<file path="src/design/rst_pkg.sv">
`default_nettype none
package rst_pkg;
  localparam int NUM_STATIONS = 8;
  localparam int ROB_ENTRIES  = 16;
  localparam int DATA_WIDTH   = 32;

  typedef enum logic [2:0] {
    OP_DISPATCH  = 3'd0,
    OP_BROADCAST = 3'd1,
    OP_SELECT    = 3'd2,
    OP_REMOVE    = 3'd3,
    OP_EXECUTE   = 3'd4
  } op_t;

  typedef enum logic [1:0] {
    ST_OK    = 2'd0,
    ST_FULL  = 2'd1,
    ST_NOTAG = 2'd2,
    ST_NONE  = 2'd3
  } status_t;

  typedef enum logic [3:0] {
    S_IDLE = 4'b0001,
    S_EXEC = 4'b0010,
    S_SCAN = 4'b0100,
    S_DONE = 4'b1000
  } state_t;

  typedef struct packed {
    logic load;
    logic exec;
    logic scan_start;
    logic scan_step;
  } ctrl_t;

  typedef struct packed {
    logic scan_end;
  } stat_t;
endpackage
`default_nettype wire

</file>
<file path="src/design/rst_ctrl.sv">
`default_nettype none
module rst_ctrl (
  input  wire logic          clk,
  input  wire logic          rst,
  input  wire logic          start,
  input  wire logic [2:0]    operation,
  input  wire rst_pkg::stat_t stat,
  output rst_pkg::ctrl_t     ctrl,
  output logic               busy
);
  import rst_pkg::*;
  state_t state, state_next;

  always_ff @(posedge clk) begin
    if (rst) state <= S_IDLE;
    else state <= state_next;
  end

  always_comb begin
    state_next = state;
    ctrl = '0;
    busy = 1'b1;
    unique case (state)
      S_IDLE: begin
        busy = 1'b0;
        if (start) begin
          ctrl.load = 1'b1;
          state_next = (operation == OP_SELECT) ? S_SCAN : S_EXEC;
        end
      end
      S_EXEC: begin
        ctrl.exec = 1'b1;
        state_next = S_IDLE;
      end
      S_SCAN: begin
        ctrl.scan_step = 1'b1;
        if (stat.scan_end) state_next = S_DONE;
      end
      S_DONE: state_next = S_IDLE;
      default: state_next = S_IDLE;
    endcase
    ctrl.scan_start = ctrl.load && (operation == OP_SELECT);
  end
endmodule
`default_nettype wire

</file>
<file path="src/design/rst_dp.sv">
`default_nettype none
module rst_dp (
  input  wire logic        clk,
  input  wire logic        rst,
  input  wire rst_pkg::ctrl_t ctrl,
  output rst_pkg::stat_t   stat,
  input  wire logic [2:0]  operation,
  input  wire logic [7:0]  instr_tag,
  input  wire logic signed [31:0] src1_value,
  input  wire logic signed [31:0] src2_value,
  input  wire logic        src1_waiting,
  input  wire logic [3:0]  src1_tag,
  input  wire logic        src2_waiting,
  input  wire logic [3:0]  src2_tag,
  input  wire logic [3:0]  rob_tag,
  input  wire logic [15:0] cycle_now,
  input  wire logic [7:0]  exec_cycles,
  input  wire logic signed [31:0] bus_value,
  output logic             done,
  output logic [1:0]       status,
  output logic [2:0]       slot,
  output logic [7:0]       sel_instr_tag,
  output logic signed [31:0] sel_src1,
  output logic signed [31:0] sel_src2,
  output logic [3:0]       sel_rob_tag,
  output logic             last
);
  import rst_pkg::*;
  localparam int IW = (NUM_STATIONS > 1) ? $clog2(NUM_STATIONS) : 1;
  localparam int CW = $clog2(NUM_STATIONS + 1);

  logic [NUM_STATIONS-1:0] busy_q;
  logic [7:0]  e_instr [NUM_STATIONS];
  logic [DATA_WIDTH-1:0] e_v1 [NUM_STATIONS];
  logic [DATA_WIDTH-1:0] e_v2 [NUM_STATIONS];
  logic [NUM_STATIONS-1:0] e_w1, e_w2;
  logic [3:0]  e_t1 [NUM_STATIONS];
  logic [3:0]  e_t2 [NUM_STATIONS];
  logic [3:0]  e_rob [NUM_STATIONS];
  logic [15:0] e_cyc [NUM_STATIONS];
  logic [7:0]  e_left [NUM_STATIONS];
  logic [CW-1:0] used;

  logic [2:0]  op_q;
  logic [7:0]  it_q, ec_q;
  logic [31:0] v1_q, v2_q, bv_q;
  logic        w1_q, w2_q;
  logic [3:0]  t1_q, t2_q, tag_q;
  logic [15:0] now_q;

  logic [CW-1:0] idx;
  logic          found_any;
  logic [NUM_STATIONS-1:0] ready, hit, rest;
  logic [IW-1:0] hit_pos;
  logic          hit_ok;
  logic          sel_hit;
  logic [DATA_WIDTH-1:0] bvw;

  assign bvw = DATA_WIDTH'(bv_q);

  always_comb begin
    for (int i = 0; i < NUM_STATIONS; i++) begin
      ready[i] = busy_q[i] && !e_w1[i] && !e_w2[i] && (e_cyc[i] < now_q)
                 && (e_left[i] != 8'd0);
      hit[i] = busy_q[i] && (e_rob[i] == tag_q) && (CW'(i) < used);
      rest[i] = ready[i] && (CW'(i) > idx);
    end
    hit_ok = |hit;
    hit_pos = '0;
    for (int i = NUM_STATIONS - 1; i >= 0; i--) if (hit[i]) hit_pos = IW'(i);
  end

  assign sel_hit = ready[idx[IW-1:0]] && (idx < used);
  assign stat.scan_end = (idx >= CW'(NUM_STATIONS - 1)) || !(|rest);

  always_ff @(posedge clk) begin
    if (ctrl.load) begin
      op_q <= operation; it_q <= instr_tag; ec_q <= exec_cycles;
      v1_q <= src1_value; v2_q <= src2_value; bv_q <= bus_value;
      w1_q <= src1_waiting; w2_q <= src2_waiting;
      t1_q <= src1_tag; t2_q <= src2_tag; tag_q <= rob_tag; now_q <= cycle_now;
    end
    if (ctrl.scan_start) idx <= '0;
    else if (ctrl.scan_step) idx <= idx + 1'b1;
    if (ctrl.exec) begin
      unique case (op_q)
        OP_DISPATCH: if (used < CW'(NUM_STATIONS)) begin
          e_instr[used[IW-1:0]] <= it_q;
          e_v1[used[IW-1:0]] <= DATA_WIDTH'(v1_q);
          e_v2[used[IW-1:0]] <= DATA_WIDTH'(v2_q);
          e_w1[used[IW-1:0]] <= w1_q; e_w2[used[IW-1:0]] <= w2_q;
          e_t1[used[IW-1:0]] <= t1_q; e_t2[used[IW-1:0]] <= t2_q;
          e_rob[used[IW-1:0]] <= tag_q; e_cyc[used[IW-1:0]] <= now_q;
          e_left[used[IW-1:0]] <= ec_q;
        end
        OP_BROADCAST: for (int i = 0; i < NUM_STATIONS; i++) begin
          if (busy_q[i] && e_w1[i] && e_t1[i] == tag_q) begin
            e_v1[i] <= bvw; e_w1[i] <= 1'b0;
          end
          if (busy_q[i] && e_w2[i] && e_t2[i] == tag_q) begin
            e_v2[i] <= bvw; e_w2[i] <= 1'b0;
          end
        end
        OP_REMOVE: if (hit_ok) begin
          for (int i = 0; i < NUM_STATIONS - 1; i++) if (IW'(i) >= hit_pos) begin
            e_instr[i] <= e_instr[i+1]; e_v1[i] <= e_v1[i+1]; e_v2[i] <= e_v2[i+1];
            e_w1[i] <= e_w1[i+1]; e_w2[i] <= e_w2[i+1];
            e_t1[i] <= e_t1[i+1]; e_t2[i] <= e_t2[i+1];
            e_rob[i] <= e_rob[i+1]; e_cyc[i] <= e_cyc[i+1]; e_left[i] <= e_left[i+1];
          end
        end
        OP_EXECUTE: if (hit_ok && e_left[hit_pos] != 8'd0)
          e_left[hit_pos] <= e_left[hit_pos] - 8'd1;
        default: ;
      endcase
    end
    if (rst) begin
      busy_q <= '0; used <= '0;
    end else if (ctrl.exec) begin
      if (op_q == OP_DISPATCH && used < CW'(NUM_STATIONS)) begin
        busy_q[used[IW-1:0]] <= 1'b1; used <= used + 1'b1;
      end else if (op_q == OP_REMOVE && hit_ok) begin
        busy_q[used[IW-1:0] - 1'b1] <= 1'b0; used <= used - 1'b1;
      end
    end
  end

  always_ff @(posedge clk) begin
    if (rst) begin
      done <= 1'b0; found_any <= 1'b0;
    end else begin
      done <= ctrl.exec || (ctrl.scan_step && (sel_hit || (stat.scan_end && !found_any)));
      if (ctrl.scan_start) found_any <= 1'b0;
      else if (ctrl.scan_step && sel_hit) found_any <= 1'b1;
      if (ctrl.exec) begin
        last <= 1'b1;
        if (op_q == OP_DISPATCH && used >= CW'(NUM_STATIONS)) status <= ST_FULL;
        else if ((op_q == OP_REMOVE || op_q == OP_EXECUTE) && !hit_ok) status <= ST_NOTAG;
        else status <= ST_OK;
        if (op_q == OP_DISPATCH && used < CW'(NUM_STATIONS)) slot <= 3'(used);
        else if ((op_q == OP_REMOVE || op_q == OP_EXECUTE) && hit_ok) slot <= 3'(hit_pos);
        else slot <= '0;
        sel_instr_tag <= '0; sel_src1 <= '0; sel_src2 <= '0; sel_rob_tag <= '0;
      end else if (ctrl.scan_step) begin
        if (sel_hit) begin
          status <= ST_OK; slot <= 3'(idx);
          sel_instr_tag <= e_instr[idx[IW-1:0]];
          sel_src1 <= 32'(e_v1[idx[IW-1:0]]);
          sel_src2 <= 32'(e_v2[idx[IW-1:0]]);
          sel_rob_tag <= e_rob[idx[IW-1:0]];
          last <= stat.scan_end;
        end else if (stat.scan_end && !found_any) begin
          status <= ST_NONE; slot <= '0; last <= 1'b1;
          sel_instr_tag <= '0; sel_src1 <= '0; sel_src2 <= '0; sel_rob_tag <= '0;
        end
      end
    end
  end
endmodule
`default_nettype wire

</file>
<file path="src/design/reservation_station_table_core.sv">
// Reservation station table kept in dispatch order.
// An operation beat is taken at a clock edge with start high and busy low.
// Dispatch, broadcast, remove and execute (and any unused operation code) each
// pass through the EXEC state and show one result beat registered from it, and
// the next start beat can be taken at the edge that ends the cycle of that beat.
// Select scans the table one entry a cycle through a single scan counter and
// emits one beat per ready entry, oldest first, or one beat with status
// "nothing ready"; a select keeps the block busy through the SCAN and DONE
// states. Each result beat is shown for one cycle with done high and last
// marks the final beat of an operation. The receiver cannot stall.
// Synchronous reset empties the table and returns the controller to idle.
`default_nettype none
module reservation_station_table_core (
  input  wire logic        clk,
  input  wire logic        rst,
  input  wire logic        start,
  output logic             busy,
  input  wire logic [2:0]  operation,
  input  wire logic [7:0]  instr_tag,
  input  wire logic signed [31:0] src1_value,
  input  wire logic signed [31:0] src2_value,
  input  wire logic        src1_waiting,
  input  wire logic [3:0]  src1_tag,
  input  wire logic        src2_waiting,
  input  wire logic [3:0]  src2_tag,
  input  wire logic [3:0]  rob_tag,
  input  wire logic [15:0] cycle_now,
  input  wire logic [7:0]  exec_cycles,
  input  wire logic signed [31:0] bus_value,
  output logic             done,
  output logic [1:0]       status,
  output logic [2:0]       slot,
  output logic [7:0]       sel_instr_tag,
  output logic signed [31:0] sel_src1,
  output logic signed [31:0] sel_src2,
  output logic [3:0]       sel_rob_tag,
  output logic             last
);
  import rst_pkg::*;
  ctrl_t ctrl;
  stat_t stat;

  rst_ctrl u_ctrl (.clk, .rst, .start, .operation, .stat, .ctrl, .busy);

  rst_dp u_dp (
    .clk, .rst, .ctrl, .stat, .operation, .instr_tag, .src1_value, .src2_value,
    .src1_waiting, .src1_tag, .src2_waiting, .src2_tag, .rob_tag, .cycle_now,
    .exec_cycles, .bus_value, .done, .status, .slot, .sel_instr_tag,
    .sel_src1, .sel_src2, .sel_rob_tag, .last);
endmodule
`default_nettype wire

</file>
<file path="config.mk">
export PLATFORM = sky130hd
export DESIGN_NAME = reservation_station_table_core
export DESIGN_NICKNAME = d
export VERILOG_FILES = /design/src/design/rst_pkg.sv /design/src/design/rst_ctrl.sv /design/src/design/rst_dp.sv /design/src/design/reservation_station_table_core.sv
export SDC_FILE = /design/constraint.sdc
export NUM_CORES = 2
export LEC_CHECK = 0
export ABC_AREA = 1
export BUFFER_PORTS_ARGS = -buffer_cell sky130_fd_sc_hd__buf_2
export CAP_MARGIN = 25
export CORE_AREA = 4 4 349 436
export CTS_BUF_LIST = sky130_fd_sc_hd__clkbuf_8 sky130_fd_sc_hd__clkbuf_16
export CTS_CLUSTER_SIZE = 24
export DETAILED_ROUTE_END_ITERATION = 8
export DIE_AREA = 0 0 353 440
export PLACE_DENSITY_LB_ADDON = 0.1
export SETUP_SLACK_MARGIN = 0.2
export SLEW_MARGIN = 20
export SYNTH_ARGS = -nofsm -noshare
export SYNTH_HDL_FRONTEND = slang
export SYNTH_SLANG_ARGS = --single-unit
</file>
<file path="constraint.sdc">
create_clock -name clk -period 14.65 [get_ports clk]
set_input_delay 0.7325 -clock clk [delete_from_list [all_inputs] [get_ports clk]]
set_output_delay 0.7325 -clock clk [all_outputs]
set_load 0.02 [all_outputs]
</file>
==> results.yml <==
global_route:
  track_usage_pct: 27.49
  grt-ovfl-total: 0
  grt_pass1_wl_um: 317400
  grt_antenna_before_repair: 4
  grt_max_degree: 171
  grt_pass1_vias: 47310
placement:
  place_inst: 7974
  gp_congestion: 0.9234
  hpwl_um: 135100
  place_area_mm2: 0.06161
  port_buffers: 231
floorplan:
  die_w_um: 353
  start_util_pct: 39.76
  num_rows: 158
  io_pins: 232
  die_y_um: 440
  core-area_mm2: 0.1481
  die_area_mm2: 0.1553
critical_path:
  arrival_ns: 6.79
  r2r_cells: 15
  critPathLaunchType: "register"
  timing.rr.end: "u_dp.e_v2[4][24]"
  worst-r2r-setup-slack_ns: 8.28
  rr_startpoint: "u_dp.tag_q[1]"
  required_ns: 15.07
  crit_type: "reg2reg"
  path_max_fanout: 29
  end_kind: "register"
synthesis:
  netlist_top_cells_count: "nand2_1, o21ai_0, edfxtp_1, nor2_1, clkbuf_1"
  avgSynthCellArea_um2: 9.523
  ys_seq_area_share_pct: 57.32
  ys_types: 64
  synth_top_area_cell: "edfxtp_1"
  synth_top_flop_cell: "edfxtp_1"
  synth_seq_cells: 1132
  netlist_area_mm2: 0.05887
  ys_top_cells_by_area: "edfxtp_1, o21ai_0, nand2_1"
  synth_nets: 6460
  synth-edff-count: 1107
  synth_top_area_share_pct: 56.47
  async_flop_share_pct: 0
  syn-instance-count: 6182
  yosys_warnings: 0
  synth.most_common_cell: "nand2_1"
job:
  max_cap_violations: 0
clock_network:
  cts_resized: 0
  cts_buffers: 130
  htree_levels: 4
  clk_latency_ns: 0.79
  clk_pin_slew_ns: 0.06
  root_buffer: "clkbuf_16"
  cts_setup_buffers: 0
  cts_tree: "built"
  cts_hold_buf: 0
  clock_sinks: 1132
  clock_path_buffers: 3
route:
  drtIter0Drc: 4830
  wl_per_cell_um: 26.73
  drt_wl_total_um: 219300
  drc_errors: 0
  vias: 48370
  viasPerCell: 5.896
  final_antenna_net_count: 0
  detail_route.first_pass.iterations: 6
hold_path:
  worstHoldStart: "src1_value[31]"
  min_path_type: "in2reg"
  hold_path_depth: 1
  hold_end: "u_dp.v1_q[31]"
timing:
  maxSlewHeadroom_pct: 21.78
  finalMaxSlewViolations: 0
  max_freq_mhz: 157.0
  fin_worst_skew_ns: 0.03165
  period_needed_ns: 6.371
  worst_pin_slew_ns: 1.173
  post-route-period-util_pct: 43.48
  finalHoldWorstSlack_ns: 0.1168
  finalHoldViolations: 0
  tns_ns: 0
  setup_viol: 0
  grt_setup_unrepaired: "false"
final_layout:
  diodes: 0
  areaGrowthSynthToFinish_pct: 11.61
  layout.cells.non_filler: 8204
  layout-drive-gt1-share_pct: 9.707
  postLayoutCellArea_mm2: 0.06571
  fin_nets: 6465
power:
  vdd_drop_max_v: 0.0001253
  power.density_mw_per_mm2: 116.6
  total_power_mw: 7.658
  p_leak_nw: 23.61
status:
  status: "finished clean"
## cells in the final DEF, fill, tap and decap left out, types with 19 or more instances in the layout
master     count
xor2_1        23
a32oi_1       74
edfxtp_1    1107
o21ai_1       28
nand3_2       19
nand2_1     1468
buf_2        231
nand3_1      178
inv_1        366
o221ai_1     203
o21ai_0     1112
nand4_1       26
a21oi_1      241
nand2_2       22
nor2_1       416
dfxtp_1       22
nor4_1        28
clkbuf_16    134
buf_4         85
mux2i_1       83
ha_1         130
o22ai_1       22
clkinv_1      30
inv_2         21
## worst max path at each step
stage                     slack, ns       startpoint          endpoint
after global placement         8.51    u_dp.tag_q[3]   u_dp.e_v2[2][0]
after detailed placement       8.40    u_dp.tag_q[1]  u_dp.e_v2[4][24]
after global routing           7.87    u_dp.tag_q[1]  u_dp.e_v2[4][23]
after CTS                      8.37    u_dp.tag_q[1]  u_dp.e_v2[4][23]
after floorplan                6.40  u_ctrl.state[3]       u_dp.idx[3]
final                          8.28    u_dp.tag_q[1]  u_dp.e_v2[4][24]
## through the flow
step           setup slack (ns)  utilization, %
6_report                  8.279           44.37
2_1_floorplan             6.401               -
3_5_place_dp              8.397           41.61
5_1_grt                   7.866           44.37
4_1_cts                   8.373           44.36
3_3_place_gp              8.508           41.60
## sequential cells by signal, summed over array words and instances, names as in the netlist, 8 cells and up, named ones only
signal,flops
u_dp.busy_q,8
u_dp.bv_q,32
u_dp.e_cyc,128
u_dp.e_instr,64
u_dp.e_left,64
u_dp.e_rob,32
u_dp.e_t1,32
u_dp.e_t2,32
u_dp.e_v1,256
u_dp.e_v2,256
u_dp.ec_q,8
u_dp.it_q,8
u_dp.now_q,16
u_dp.sel_instr_tag,8
u_dp.sel_src1,32
u_dp.sel_src2,32
u_dp.v1_q,32
u_dp.v2_q,32
## routing by layer
metal  part of all wire [%]  wire length, µm  track usage, %  vias up
met4                    5.2            11360           12.80        0
li1                       -                -               -    22050
met3                    6.5            14170           3.940      488
met2                     49           107700           47.96     2044
met1                     39            86030           33.72    23790
met5                      0                0               0        -
## critical path: stages, from the launching register on
cell	delay, ns
edfxtp_1	0.85
inv_2	0.44
a21oi_1	0.30
nand4_2	0.60
nand2_2	0.39
inv_2	0.08
nand2_1	0.20
inv_2	0.07
nand2_2	0.12
nand2_1	0.09
nor2_1	0.33
nand2_1	0.54
clkinv_2	0.43
nand2_1	0.41
nand3_2	0.58
buf_4	0.51
## power by group
| group | internal, mW | switching (mW) | total, mW | leakage (nW) |
|---|---|---|---|---|
| clock | 1.81 | 1.40 | 3.21 | 2.09 |
| sequential | 3.62 | 0.0854 | 3.70 | 10.2 |
| combinational | 0.232 | 0.514 | 0.746 | 11.4 |
| total | 5.66 | 2.00 | 7.66 | 23.6 |
## final cells by class
type	count	area, µm²
inverters	367	1391
flip-flops and latches	1132	33750
well taps	1920	2402
multi-input cells	4235	22200
repair buffers	321	1886
clock buffers	135	3367
clock inverters	94	705.7
fillers	14380	82360
## cell families after synthesis
family / Yosys count / synth area share, %
AOI/OAI and AO/OA: 1776 / 17.46
xor gates and xnor gates: 30 / 0.4463
adders and majority gates: 130 / 2.763
buffers and inverters: 815 / 5.390
DFF: 1132 / 57.32
muxes: 83 / 1.411
and+or+nand+nor: 2216 / 15.22
Note: power is estimated with default switching activity, not from simulation.
